`src/rtl/core/lfu_pkg.sv`:
```
package lfu_pkg;

    localparam int KEY_BITS = 32;
    localparam int VAL_BITS = 31;
    localparam int CAP_BITS = 5;

    localparam logic [CAP_BITS-1:0] CAP_RESET = 5'd16;

    localparam logic OP_GET = 1'b0;
    localparam logic OP_PUT = 1'b1;

    typedef struct packed {
        logic                opcode;
        logic [KEY_BITS-1:0] lookup_key;
        logic [VAL_BITS-1:0] write_value;
    } in_item_t;

    typedef struct packed {
        logic                hit;
        logic [VAL_BITS-1:0] read_value;
        logic                evicted;
        logic [KEY_BITS-1:0] evicted_key;
    } out_item_t;

endpackage

```
`src/rtl/core/lfu_ram.sv`:
```
module lfu_ram #(
    parameter int WIDTH = 32,
    parameter int DEPTH = 16
) (
    input  logic                                          clk,
    input  logic                                          we,
    input  logic [((DEPTH > 1) ? $clog2(DEPTH) : 1)-1:0] waddr,
    input  logic [WIDTH-1:0]                              wdata,
    input  logic [((DEPTH > 1) ? $clog2(DEPTH) : 1)-1:0] raddr,
    output logic [WIDTH-1:0]                              rdata
);

    logic [WIDTH-1:0] mem [DEPTH];

    always_ff @(posedge clk)
    begin
        if (we)
        begin
            mem[waddr] <= wdata;
        end
        rdata <= mem[raddr];
    end

endmodule

```
`src/rtl/core/lfu_cache_table.sv`:
```
// Channel   Direction  Handshake            Payload
// command   in         start high, busy low cmd (opcode, lookup_key, write_value)
// result    out        done, one cycle      result (hit, read_value, evicted, evicted_key)
// config    in         cfg_we               cfg_wdata (capacity_in_use)
//
// Busy stays high from accept until the state returns to idle; no new item is taken meanwhile.
// The item walks the key and value memories one entry per cycle through one compare unit.
// The result is strobed in the cycle after the table update; a new item may start then.
// Reset marks all entries invalid and sets the capacity to 16; no clearing pass is needed.
// The receiver cannot stall; done is high for exactly one cycle per item.
module lfu_cache_table
    import lfu_pkg::*;
#(
    parameter int ENTRIES    = 16,
    parameter int COUNT_BITS = 16
) (
    input  logic                clk,
    input  logic                rst_n,
    input  logic                start,
    output logic                busy,
    input  in_item_t            cmd,
    output logic                done,
    output out_item_t           result,
    input  logic                cfg_we,
    input  logic [CAP_BITS-1:0] cfg_wdata
);

    localparam int IDX_BITS  = (ENTRIES > 1) ? $clog2(ENTRIES) : 1;
    localparam int RANK_BITS = IDX_BITS;
    localparam int ENT_W     = $clog2(ENTRIES + 1);
    localparam int CW        = (ENT_W > CAP_BITS) ? ENT_W : CAP_BITS;

    localparam logic [IDX_BITS-1:0]   LAST_IDX  = IDX_BITS'(ENTRIES - 1);
    localparam logic [CW-1:0]         ENT_CAP   = CW'(ENTRIES);
    localparam logic [COUNT_BITS-1:0] COUNT_MAX = {COUNT_BITS{1'b1}};

    localparam logic [1:0] ST_IDLE   = 2'd0;
    localparam logic [1:0] ST_LOAD   = 2'd1;
    localparam logic [1:0] ST_SCAN   = 2'd2;
    localparam logic [1:0] ST_UPDATE = 2'd3;

    logic [1:0]            state_reg;
    logic [1:0]            state_next;
    logic [CAP_BITS-1:0]   capacity_reg;
    logic [CW-1:0]         fill_reg;
    logic [ENTRIES-1:0]    valid_reg;
    logic [COUNT_BITS-1:0] count_reg [ENTRIES];
    logic [RANK_BITS-1:0]  rank_reg  [ENTRIES];
    in_item_t              req_reg;
    logic [IDX_BITS-1:0]   cmp_idx_reg;

    logic                  found_reg;
    logic [IDX_BITS-1:0]   found_idx_reg;
    logic [COUNT_BITS-1:0] found_cnt_reg;
    logic [RANK_BITS-1:0]  found_rank_reg;
    logic [VAL_BITS-1:0]   found_val_reg;
    logic                  free_reg;
    logic [IDX_BITS-1:0]   free_idx_reg;
    logic                  vic_reg;
    logic [IDX_BITS-1:0]   vic_idx_reg;
    logic [COUNT_BITS-1:0] vic_cnt_reg;
    logic [RANK_BITS-1:0]  vic_rank_reg;
    logic [KEY_BITS-1:0]   vic_key_reg;

    logic                  done_reg;
    out_item_t             result_reg;

    logic [KEY_BITS-1:0]   key_q;
    logic [VAL_BITS-1:0]   val_q;
    logic [IDX_BITS-1:0]   raddr;
    logic                  cur_valid;
    logic [COUNT_BITS-1:0] cur_cnt;
    logic [RANK_BITS-1:0]  cur_rank;
    logic                  cur_match;
    logic                  cur_better;

    logic [CW-1:0]         cap_ext;
    logic [CW-1:0]         cap_eff;
    logic                  is_put;
    logic                  do_touch;
    logic                  do_evict;
    logic                  do_fill;
    logic                  do_insert;
    logic [IDX_BITS-1:0]   tgt_idx;
    logic [RANK_BITS-1:0]  tgt_rank;
    logic [COUNT_BITS-1:0] touch_cnt;
    logic                  key_we;
    logic                  val_we;
    logic                  accept;

    assign accept = start && !busy;
    assign busy   = (state_reg != ST_IDLE);
    assign done   = done_reg;
    assign result = result_reg;

    assign raddr = (state_reg == ST_SCAN && cmp_idx_reg != LAST_IDX)
                   ? cmp_idx_reg + IDX_BITS'(1) : '0;

    assign cur_valid  = valid_reg[cmp_idx_reg];
    assign cur_cnt    = count_reg[cmp_idx_reg];
    assign cur_rank   = rank_reg[cmp_idx_reg];
    assign cur_match  = cur_valid && (key_q == req_reg.lookup_key);
    assign cur_better = cur_valid && (!vic_reg || (cur_cnt < vic_cnt_reg) ||
                        ((cur_cnt == vic_cnt_reg) && (cur_rank > vic_rank_reg)));

    assign cap_ext   = CW'(capacity_reg);
    assign cap_eff   = (cap_ext > ENT_CAP) ? ENT_CAP : cap_ext;
    assign is_put    = (req_reg.opcode == OP_PUT);
    assign do_touch  = found_reg && (!is_put || cap_eff != '0);
    assign do_evict  = is_put && (cap_eff != '0) && !found_reg && (fill_reg >= cap_eff) && vic_reg;
    assign do_fill   = is_put && (cap_eff != '0) && !found_reg && (fill_reg < cap_eff) && free_reg;
    assign do_insert = do_evict || do_fill;
    assign tgt_idx   = do_touch ? found_idx_reg : (do_evict ? vic_idx_reg : free_idx_reg);
    assign tgt_rank  = do_touch ? found_rank_reg : vic_rank_reg;
    assign touch_cnt = (found_cnt_reg == COUNT_MAX) ? found_cnt_reg
                       : found_cnt_reg + COUNT_BITS'(1);

    assign key_we = (state_reg == ST_UPDATE) && do_insert;
    assign val_we = (state_reg == ST_UPDATE) && (do_insert || (do_touch && is_put));

    lfu_ram #(
        .WIDTH (KEY_BITS),
        .DEPTH (ENTRIES)
    ) u_key_ram (
        .clk   (clk),
        .we    (key_we),
        .waddr (tgt_idx),
        .wdata (req_reg.lookup_key),
        .raddr (raddr),
        .rdata (key_q)
    );

    lfu_ram #(
        .WIDTH (VAL_BITS),
        .DEPTH (ENTRIES)
    ) u_val_ram (
        .clk   (clk),
        .we    (val_we),
        .waddr (tgt_idx),
        .wdata (req_reg.write_value),
        .raddr (raddr),
        .rdata (val_q)
    );

    always_comb
    begin
        state_next = state_reg;
        unique case (state_reg)
            ST_IDLE:
            begin
                if (accept)
                begin
                    state_next = ST_LOAD;
                end
            end
            ST_LOAD:
            begin
                state_next = ST_SCAN;
            end
            ST_SCAN:
            begin
                if (cmp_idx_reg == LAST_IDX)
                begin
                    state_next = ST_UPDATE;
                end
            end
            ST_UPDATE:
            begin
                state_next = ST_IDLE;
            end
            default:
            begin
                state_next = ST_IDLE;
            end
        endcase
    end

    always_ff @(posedge clk or negedge rst_n)
    begin
        if (!rst_n)
        begin
            state_reg    <= ST_IDLE;
            capacity_reg <= CAP_RESET;
            fill_reg     <= '0;
            valid_reg    <= '0;
            done_reg     <= 1'b0;
            cmp_idx_reg  <= '0;
            found_reg    <= 1'b0;
            free_reg     <= 1'b0;
            vic_reg      <= 1'b0;
            for (int i = 0; i < ENTRIES; i++)
            begin
                count_reg[i] <= '0;
                rank_reg[i]  <= '0;
            end
        end
        else
        begin
            state_reg <= state_next;
            done_reg  <= (state_reg == ST_UPDATE);
            if (cfg_we)
            begin
                capacity_reg <= cfg_wdata;
            end
            if (accept)
            begin
                cmp_idx_reg <= '0;
                found_reg   <= 1'b0;
                free_reg    <= 1'b0;
                vic_reg     <= 1'b0;
            end
            if (state_reg == ST_SCAN)
            begin
                cmp_idx_reg <= raddr;
                if (cur_match && !found_reg)
                begin
                    found_reg <= 1'b1;
                end
                if (!cur_valid && !free_reg)
                begin
                    free_reg <= 1'b1;
                end
                if (cur_better)
                begin
                    vic_reg <= 1'b1;
                end
            end
            if (state_reg == ST_UPDATE)
            begin
                if (do_fill)
                begin
                    fill_reg <= fill_reg + CW'(1);
                end
                for (int i = 0; i < ENTRIES; i++)
                begin
                    if (IDX_BITS'(i) == tgt_idx && (do_touch || do_insert))
                    begin
                        rank_reg[i] <= '0;
                        if (do_touch)
                        begin
                            count_reg[i] <= touch_cnt;
                        end
                        else
                        begin
                            count_reg[i] <= COUNT_BITS'(1);
                            valid_reg[i] <= 1'b1;
                        end
                    end
                    else if (valid_reg[i])
                    begin
                        if (do_fill || ((do_touch || do_evict) && rank_reg[i] < tgt_rank))
                        begin
                            rank_reg[i] <= rank_reg[i] + RANK_BITS'(1);
                        end
                    end
                end
            end
        end
    end

    always_ff @(posedge clk)
    begin
        if (accept)
        begin
            req_reg <= cmd;
        end
        if (state_reg == ST_SCAN)
        begin
            if (cur_match && !found_reg)
            begin
                found_idx_reg  <= cmp_idx_reg;
                found_cnt_reg  <= cur_cnt;
                found_rank_reg <= cur_rank;
                found_val_reg  <= val_q;
            end
            if (!cur_valid && !free_reg)
            begin
                free_idx_reg <= cmp_idx_reg;
            end
            if (cur_better)
            begin
                vic_idx_reg  <= cmp_idx_reg;
                vic_cnt_reg  <= cur_cnt;
                vic_rank_reg <= cur_rank;
                vic_key_reg  <= key_q;
            end
        end
        if (state_reg == ST_UPDATE)
        begin
            result_reg.hit         <= found_reg;
            result_reg.read_value  <= (!is_put && found_reg) ? found_val_reg : '0;
            result_reg.evicted     <= do_evict;
            result_reg.evicted_key <= do_evict ? vic_key_reg : '0;
        end
    end

    a_done_after_update: assert property (@(posedge clk) disable iff (!rst_n)
        done_reg |-> $past(state_reg == ST_UPDATE))
        else $error("result strobe without a table update");

    a_fill_matches_valid: assert property (@(posedge clk) disable iff (!rst_n)
        $countones(valid_reg) == int'(fill_reg))
        else $error("fill count disagrees with valid entries");

    a_evict_only_on_miss: assert property (@(posedge clk) disable iff (!rst_n)
        (done_reg && result_reg.evicted) |-> !result_reg.hit)
        else $error("eviction reported on a hit");

    a_accept_loads: assert property (@(posedge clk) disable iff (!rst_n)
        accept |=> (state_reg == ST_LOAD))
        else $error("accepted item did not start a scan");

endmodule
```
`config.mk`:
```
export PLATFORM = sky130hd
export DESIGN_NAME = lfu_cache_table
export DESIGN_NICKNAME = d
export VERILOG_FILES = /design/src/rtl/core/lfu_pkg.sv /design/src/rtl/core/lfu_ram.sv /design/src/rtl/core/lfu_cache_table.sv
export SDC_FILE = /design/constraint.sdc
export NUM_CORES = 2
export LEC_CHECK = 0
export BUFFER_PORTS_ARGS = -buffer_cell sky130_fd_sc_hd__buf_2
export CAP_MARGIN = 20
export CORE_MARGIN = 4
export CORE_UTILIZATION = 30
export DETAILED_ROUTE_END_ITERATION = 12
export GPL_TIMING_DRIVEN = 0
export MAX_ROUTING_LAYER = met4
export PLACE_DENSITY = 0.46
export SYNTH_ARGS = -nofsm -noshare
export SYNTH_HDL_FRONTEND = slang
export SYNTH_SLANG_ARGS = --single-unit
```
`constraint.sdc`:
```
create_clock -name clk -period 11.1 [get_ports clk]
set_clock_uncertainty 0.05 [all_clocks]
set_input_delay 1.11 -clock clk [delete_from_list [all_inputs] [get_ports clk]]
set_output_delay 1.11 -clock clk [all_outputs]
set_load 0.1 [all_outputs]
```
; After elaboration in Yosys (flattened, before gate mapping)
; Memory sizes are Yosys's and may differ from the RTL's. A register that Yosys moved wholly into a read port is not among the register bits.
; Index checks and enable logic that the tools add are counted.
[word_totals]
out_inout_bits = 67
ramBits = 1008
in_bits = 73
latch_bits = 0
regBits = 600
n_memories = 2
mem_bits_ro = 0
word_cells = 393
[memory_table]
columns = name, depth, word_bits, read_ports, rd_ports_with_merged_regs, write_ports, line
row1 = u_key_ram.mem, 16, 32, 1, 1, 1, lfu_ram.sv:13  ; logic [WIDTH-1:0] mem [DEPTH];
row2 = u_val_ram.mem, 16, 31, 1, 1, 1, lfu_ram.sv:13
[classes]
bitwise_logic = 2
shift = 0
reduce_logical = 169
eq_ne = 25
multipliers = 0
n_addsub = 19
order_cmp = 23
div = 0
n_mux = 81
[op_table]
columns = operator, count
row1 = 4-bit 2-to-1 mux, 56
row2 = 3-bit AND reduction, 32
row3 = "4-bit by 1-bit adder with 4-bit output, second input constant", 17
row4 = 2-bit nonzero test, 34
row5 = 16-bit binary-select mux with 4-bit select, 1
row6 = 4-bit less-than comparator, 16
row7 = 16-bit 2-to-1 mux, 4
row8 = 1-bit logical AND, 50
row9 = 2-bit AND reduction, 21
row10 = 32-bit == test, 1
row11 = "4-bit == test, first input constant", 8
row12 = 1-bit logical OR, 23
row13 = "16-bit by 1-bit adder with 16-bit output, second input constant", 1
row14 = 4-bit binary-select mux with 4-bit select, 1
row15 = 16-bit == test, 1
row16 = "16-bit == test, second input constant", 1
row17 = "3-bit by 4-bit == test with 1-bit output, first input constant", 4
row18 = 16-bit less-than comparator, 1
row19 = 1-bit 2-to-1 mux, 14
row20 = "2-bit by 4-bit == test with 1-bit output, first input constant", 2
row21 = 2-bit one-hot mux with 4 select lines, 1
row22 = 1-bit zero test, 6
row23 = "5-bit by 1-bit adder with 5-bit output, second input constant", 1
row24 = 5-bit greater-or-equal comparator, 1
row25 = other kinds (19), 22

; Longest topological paths before layout
[depth]
ltp_word = 13
ltp_mapped = 16
mapped_depth_nobuf = 12

; Hierarchy
; From an unflattened synthesis, not the netlist that was laid out.
[unflattened]
hier_cells = 3677
area_unflattened_um2 = 66790.3
[modules_own_cells]
columns = mod, n_inst, cells_per_inst, seq_area_each_um2, area_per_inst_um2
row1 = lfu_cache_table, 1, 2027, 16236.8, 27706.6
row2 = lfu_ram at u_key_ram, 1, 838, 16015.4, 19835.3
row3 = lfu_ram at u_val_ram, 1, 812, 15514.9, 19248.5

; Worst setup path after synthesis
; Ideal clock, no wire load.
[synth_timing]
kind = reg-to-reg
startpoint = reg cmp_idx_reg[0]
endpoint = reg vic_cnt_reg[0], enable pin
n_path_buf = 3
required_ps = 10580
path_slack_ps = 4328
setup_time_ps = 470
t_arrival_ps = 6252
synth_period_minus_slack_ps = 6772
stages_incl_launch_ff = 15
cell_sequence = dfrtp_1 > clkbuf_1 > clkbuf_1 > clkbuf_1 > mux4_2 > mux4_2 > ha_1 > a21o_1 > a21oi_1 > nor2b_1 > o21ai_0 > nand2b_1 > a2111oi_0 > a211oi_1 > nor2_1
[synth_between]
elab_chain_cells = 9
word_cells_on_any_way = 17
classes_between = 2 x order compare / 1 x eq/ne / 8 x mux / 1 x bitwise / 5 x reduce/logical
[synth_rtl]
columns = element, line
row1 = "start, declared", lfu_cache_table.sv:50  ; logic [IDX_BITS-1:0] cmp_idx_reg;
row2 = "start signal, assigned", lfu_cache_table.sv:214  ; cmp_idx_reg <= raddr;
row3 = 4-bit inverter with 5-bit output (implied by the code) *, lfu_cache_table.sv:100  ; assign cur_cnt = count_reg[cmp_idx_reg];
row4 = 16-bit binary-select mux with 4-bit select *, lfu_cache_table.sv:100
row5 = 16-bit 2-to-1 mux (implied by the code) * (2 in series), lfu_cache_table.sv:100
row6 = net cur_cnt[9], lfu_cache_table.sv:72  ; logic [COUNT_BITS-1:0] cur_cnt;
row7 = 16-bit less-than comparator / 16-bit == test (equally long branches), "lfu_cache_table.sv:103, lfu_cache_table.sv:104"
row8 = 1-bit logical OR / 1-bit logical AND (equally long branches), "lfu_cache_table.sv:103, lfu_cache_table.sv:104"
row9 = 1-bit logical OR *, lfu_cache_table.sv:103  ; assign cur_better = cur_valid && (!vic_reg || (cur_cnt < vic_cnt_reg) ||
row10 = 1-bit logical AND *, lfu_cache_table.sv:103
row11 = 2-bit AND reduction (no source line) *, -
row12 = "end signal, assigned", lfu_cache_table.sv:283  ; vic_cnt_reg <= cur_cnt;
row13 = "end, declared", lfu_cache_table.sv:61  ; logic [COUNT_BITS-1:0] vic_cnt_reg;
; The timed path passes the listed nets; every way through them passes the cells marked *. The select of a mux whose other input is x is not followed.
; A chain may end at the register's enable or synchronous reset.

; Final worst setup path
[layout_timing]
startpoint = reg cmp_idx_reg[0]
endpoint = reg vic_key_reg[15], enable pin
[layout_between]
elab_chain_cells = 9
word_cells_on_any_way = 17
classes_between = 2 x order compare / 1 x eq/ne / 8 x mux / 1 x bitwise / 5 x reduce/logical
[layout_rtl]
columns = element, line
row1 = 4-bit inverter with 5-bit output (implied by the code) *, lfu_cache_table.sv:100
row2 = 16-bit binary-select mux with 4-bit select *, lfu_cache_table.sv:100
row3 = 16-bit 2-to-1 mux (implied by the code) * (2 in series), lfu_cache_table.sv:100
row4 = net cur_cnt[9], lfu_cache_table.sv:72
row5 = 16-bit less-than comparator / 16-bit == test (equally long branches), "lfu_cache_table.sv:103, lfu_cache_table.sv:104"
row6 = 1-bit logical OR / 1-bit logical AND (equally long branches), "lfu_cache_table.sv:103, lfu_cache_table.sv:104"
row7 = 1-bit logical OR *, lfu_cache_table.sv:103
row8 = 1-bit logical AND *, lfu_cache_table.sv:103
row9 = 2-bit AND reduction (no source line) *, -
row10 = "end signal, assigned", lfu_cache_table.sv:285  ; vic_key_reg <= key_q;
row11 = "end, declared", lfu_cache_table.sv:63  ; logic [KEY_BITS-1:0] vic_key_reg;
; Marks and branches as above.

==> impl_metrics.yaml <==
synth:
  synth_area_mm2: 0.0665
  synth.ff_latch_count: 1671
  synth_top_area_share: 0.566
  synth.distinct_cells: 74
  seq_area_frac_synth: 0.719
  ys.flop_type: "edfxtp_1"
  ys_warn_count: 0
  syn-num-nets: 4117
  synthTopCellsByArea: "edfxtp_1 (57%), dfrtp_1 (13%), mux4_2 (12%), nand2_1 (2.7%), o21ai_0 (2.2%)"
  syn_avg_cell_area_um2: 16.8
  async_reset_ff_frac: 0.213
  synth_edf_count: 1252
  synth_area_leader_cell: "edfxtp_1"
  synth_cells: 3948
timing:
  rsz0062_at_grt: "no"
  max_freq_mhz: 135
  worstMarginPinSlew_ns: 1.20
  setup_viol: 0
  finalHoldViolations: 0
  timing.final.crit_share: 0.669
  holdWs_ns: 0.193
  max_slew_margin: 0.202
  drv_slew: 0
  setup_ws_ns: 3.67
  final.setup.tns_ns: 0
  period_needed_ns: 7.43
drt:
  drtIter0Drc: 3232
  firstDrtPassIters: 7
  wire_per_inst_um: 26.1
  drc_errors: 0
  ant_nets: 0
  postRouteWirelength_mm: 196
  vias: 37100
  vias_per_cell: 4.93
pwr:
  powerDensity_mw_per_mm2: 225
  ir_worst_vdd_v: 0.000165
  p_leak_nw: 27.6
  p_total_mw: 17.8
  clockPowerShare: 0.350
  p_seq_frac: 0.433
  p_int_mw: 12.3
  switching_share: 0.312
  combPwrFrac: 0.217
  switchingPower_mw: 5.57
placed_design:
  dp_hpwl_mm: 135
  place_inst: 7162
  pre_cts_ws_ns: 3.62
  gp_congestion: 0.812
  port_buffers: 139
cts:
  cts_tree: "done"
  htreeDepth: 4
  cts_buffer_depth: 3
  numClockSinks: 1671
  insertion_delay_ns: 0.85
  postCtsSetupBuffers: 0
  cts_resized: 0
  clock-root-buffer: "clkbuf_16"
  numCtsBuffers: 183
  cts_hold_buf: 0
  clk_pin_slew_ns: 0.07
worst_setup_path:
  crit_required_ns: 11.58
  critPathKind: "register to register"
  cp.arrival_ns: 7.91
  crit_path_end_kind: "register"
  crit_path_start_kind: "register"
  critPathMaxFanout: 23
die:
  chipWidth_um: 479
  rows: 172
  core_mm2: 0.220
  die_y_um: 479
  dieArea_mm2: 0.229
  pin_count: 140
  start_util: 0.302
status:
  status: "finished clean"
global_route:
  grt_pass1_vias: 38200
  antenna_found_initial: 11
  grt_pass1_wl_mm: 282
  grt_usage: 0.174
  grt_max_degree: 107
  overflow: 0
finish:
  multi_input_area_mm2: 0.0179
  nets: 4567
  fill_cells: 21000
  stdcell_count: 7517
  regArea_mm2: 0.0478
  syn_to_final_growth_pct: 19.2
  largest_reg_flops: 512
  drive_above_1_share: 0.220
  final_cell_mix: "edfxtp_1 (1252), nand2_1 (484), dfrtp_1 (355)"
  final_common_cell: "edfxtp_1"
job:
  cap_violations: 0
hold_path:
  hold_class: "primary input to asynchronous set/reset pin"
## through the flow
step / cell area, µm² / util
2_1_floorplan: 66500 / -
3_3_place_gp: 70900 / 0.322
3_5_place_dp: 72900 / 0.331
4_1_cts: 79100 / 0.360
5_1_grt: 79200 / 0.360
6_report: 79200 / 0.360
## layer usage
metal | wire (µm) | share of wire | global-route usage | up-vias
met1 | 87400 | 0.45 | 0.236 | 19600
met2 | 94600 | 0.48 | 0.278 | 987
met3 | 9340 | 0.048 | 0.0266 | 268
met5 | 0 | 0 | - | -
met4 | 4640 | 0.024 | 0.0432 | 0
li1 | - | - | - | 16200
## critical path, stage by stage, from the launching register on
cell,delay (ns)
dfrtp_1,0.48
clkbuf_1,0.38
clkbuf_1,0.53
buf_8,0.26
clkbuf_1,0.52
buf_8,0.25
mux4_2,0.50
mux4_2,0.56
ha_1,0.32
a21o_1,0.18
a21oi_1,0.14
nor2b_1,0.05
o21ai_0,0.14
nand2b_1,0.11
a2111oi_0,0.94
a211oi_1,0.41
nor2_4,0.72
buf_12,0.28
buf_16,0.19
## final cells by class
type,instances,area share
Timing Repair Buffer,265,0.0324
Clock buffer,256,0.0644
Sequential cell,1671,0.603
Buffer,222,0.0112
Antenna cell,2,0.0000632
Multi-Input combinational cell,2000,0.225
Tap cell,2958,0.0467
Inverter,55,0.00264
Clock inverter,88,0.0142
## power by group through the flow
stage | Sequential, mW | Combinational [mW] | Clock, mW
6_report | 7.73 | 3.88 | 6.24
2_1_floorplan | 8.11 | 1.97 | 0
3_3_place_gp | 7.87 | 3.74 | 0
5_1_grt | 7.78 | 4.14 | 6.69
4_1_cts | 7.73 | 3.92 | 6.41
3_5_place_dp | 7.86 | 3.91 | 0
## cells by family (layout without fill, tap and decap cells)
kind of cell	after synthesis	after routing	synth area share
simple gates	837	837	0.0578
other cells	0	2	0
mux	370	370	0.121
compound gates	631	631	0.0598
buf+inv	277	886	0.0163
fa+ha+maj	96	96	0.0181
flops	1671	1671	0.719
xor+xnor	66	66	0.00870
## final timing paths
check | start | endpoint | slack (ns) | cells past startpoint
min in group clk | u_val_ram.rdata[17]$_DFF_P_ | found_val_reg[17]$_DFFE_PP_ | 0.34 | 0
hold reg to reg | u_val_ram.rdata[17]$_DFF_P_ | found_val_reg[17]$_DFFE_PP_ | 0.34 | 0
max in group asynchronous | rst_n | cap_ext[4]$_DFFE_PN1P_ | 9.37 | 3
setup / recovery | cmp_idx_reg[0]$_DFFE_PN0P_ | vic_key_reg[15]$_DFFE_PP_ | 3.67 | 18
hold / removal | rst_n | count_reg[148]$_DFFE_PN0P_ | 0.19 | 1
setup reg to reg | cmp_idx_reg[0]$_DFFE_PN0P_ | vic_key_reg[15]$_DFFE_PP_ | 3.67 | 18
## Yosys cell counts (61+ instances only)
| cell | n |
|---|---|
| a211oi_1 | 74 |
| a31oi_1 | 64 |
| and2_1 | 96 |
| clkbuf_1 | 164 |
| dfrtp_1 | 355 |
| dfxtp_1 | 63 |
| edfxtp_1 | 1252 |
| ha_1 | 96 |
| mux4_2 | 343 |
| nand2_1 | 484 |
| nor2_1 | 61 |
| o21ai_0 | 291 |
Power figures use the tool's default switching activity.
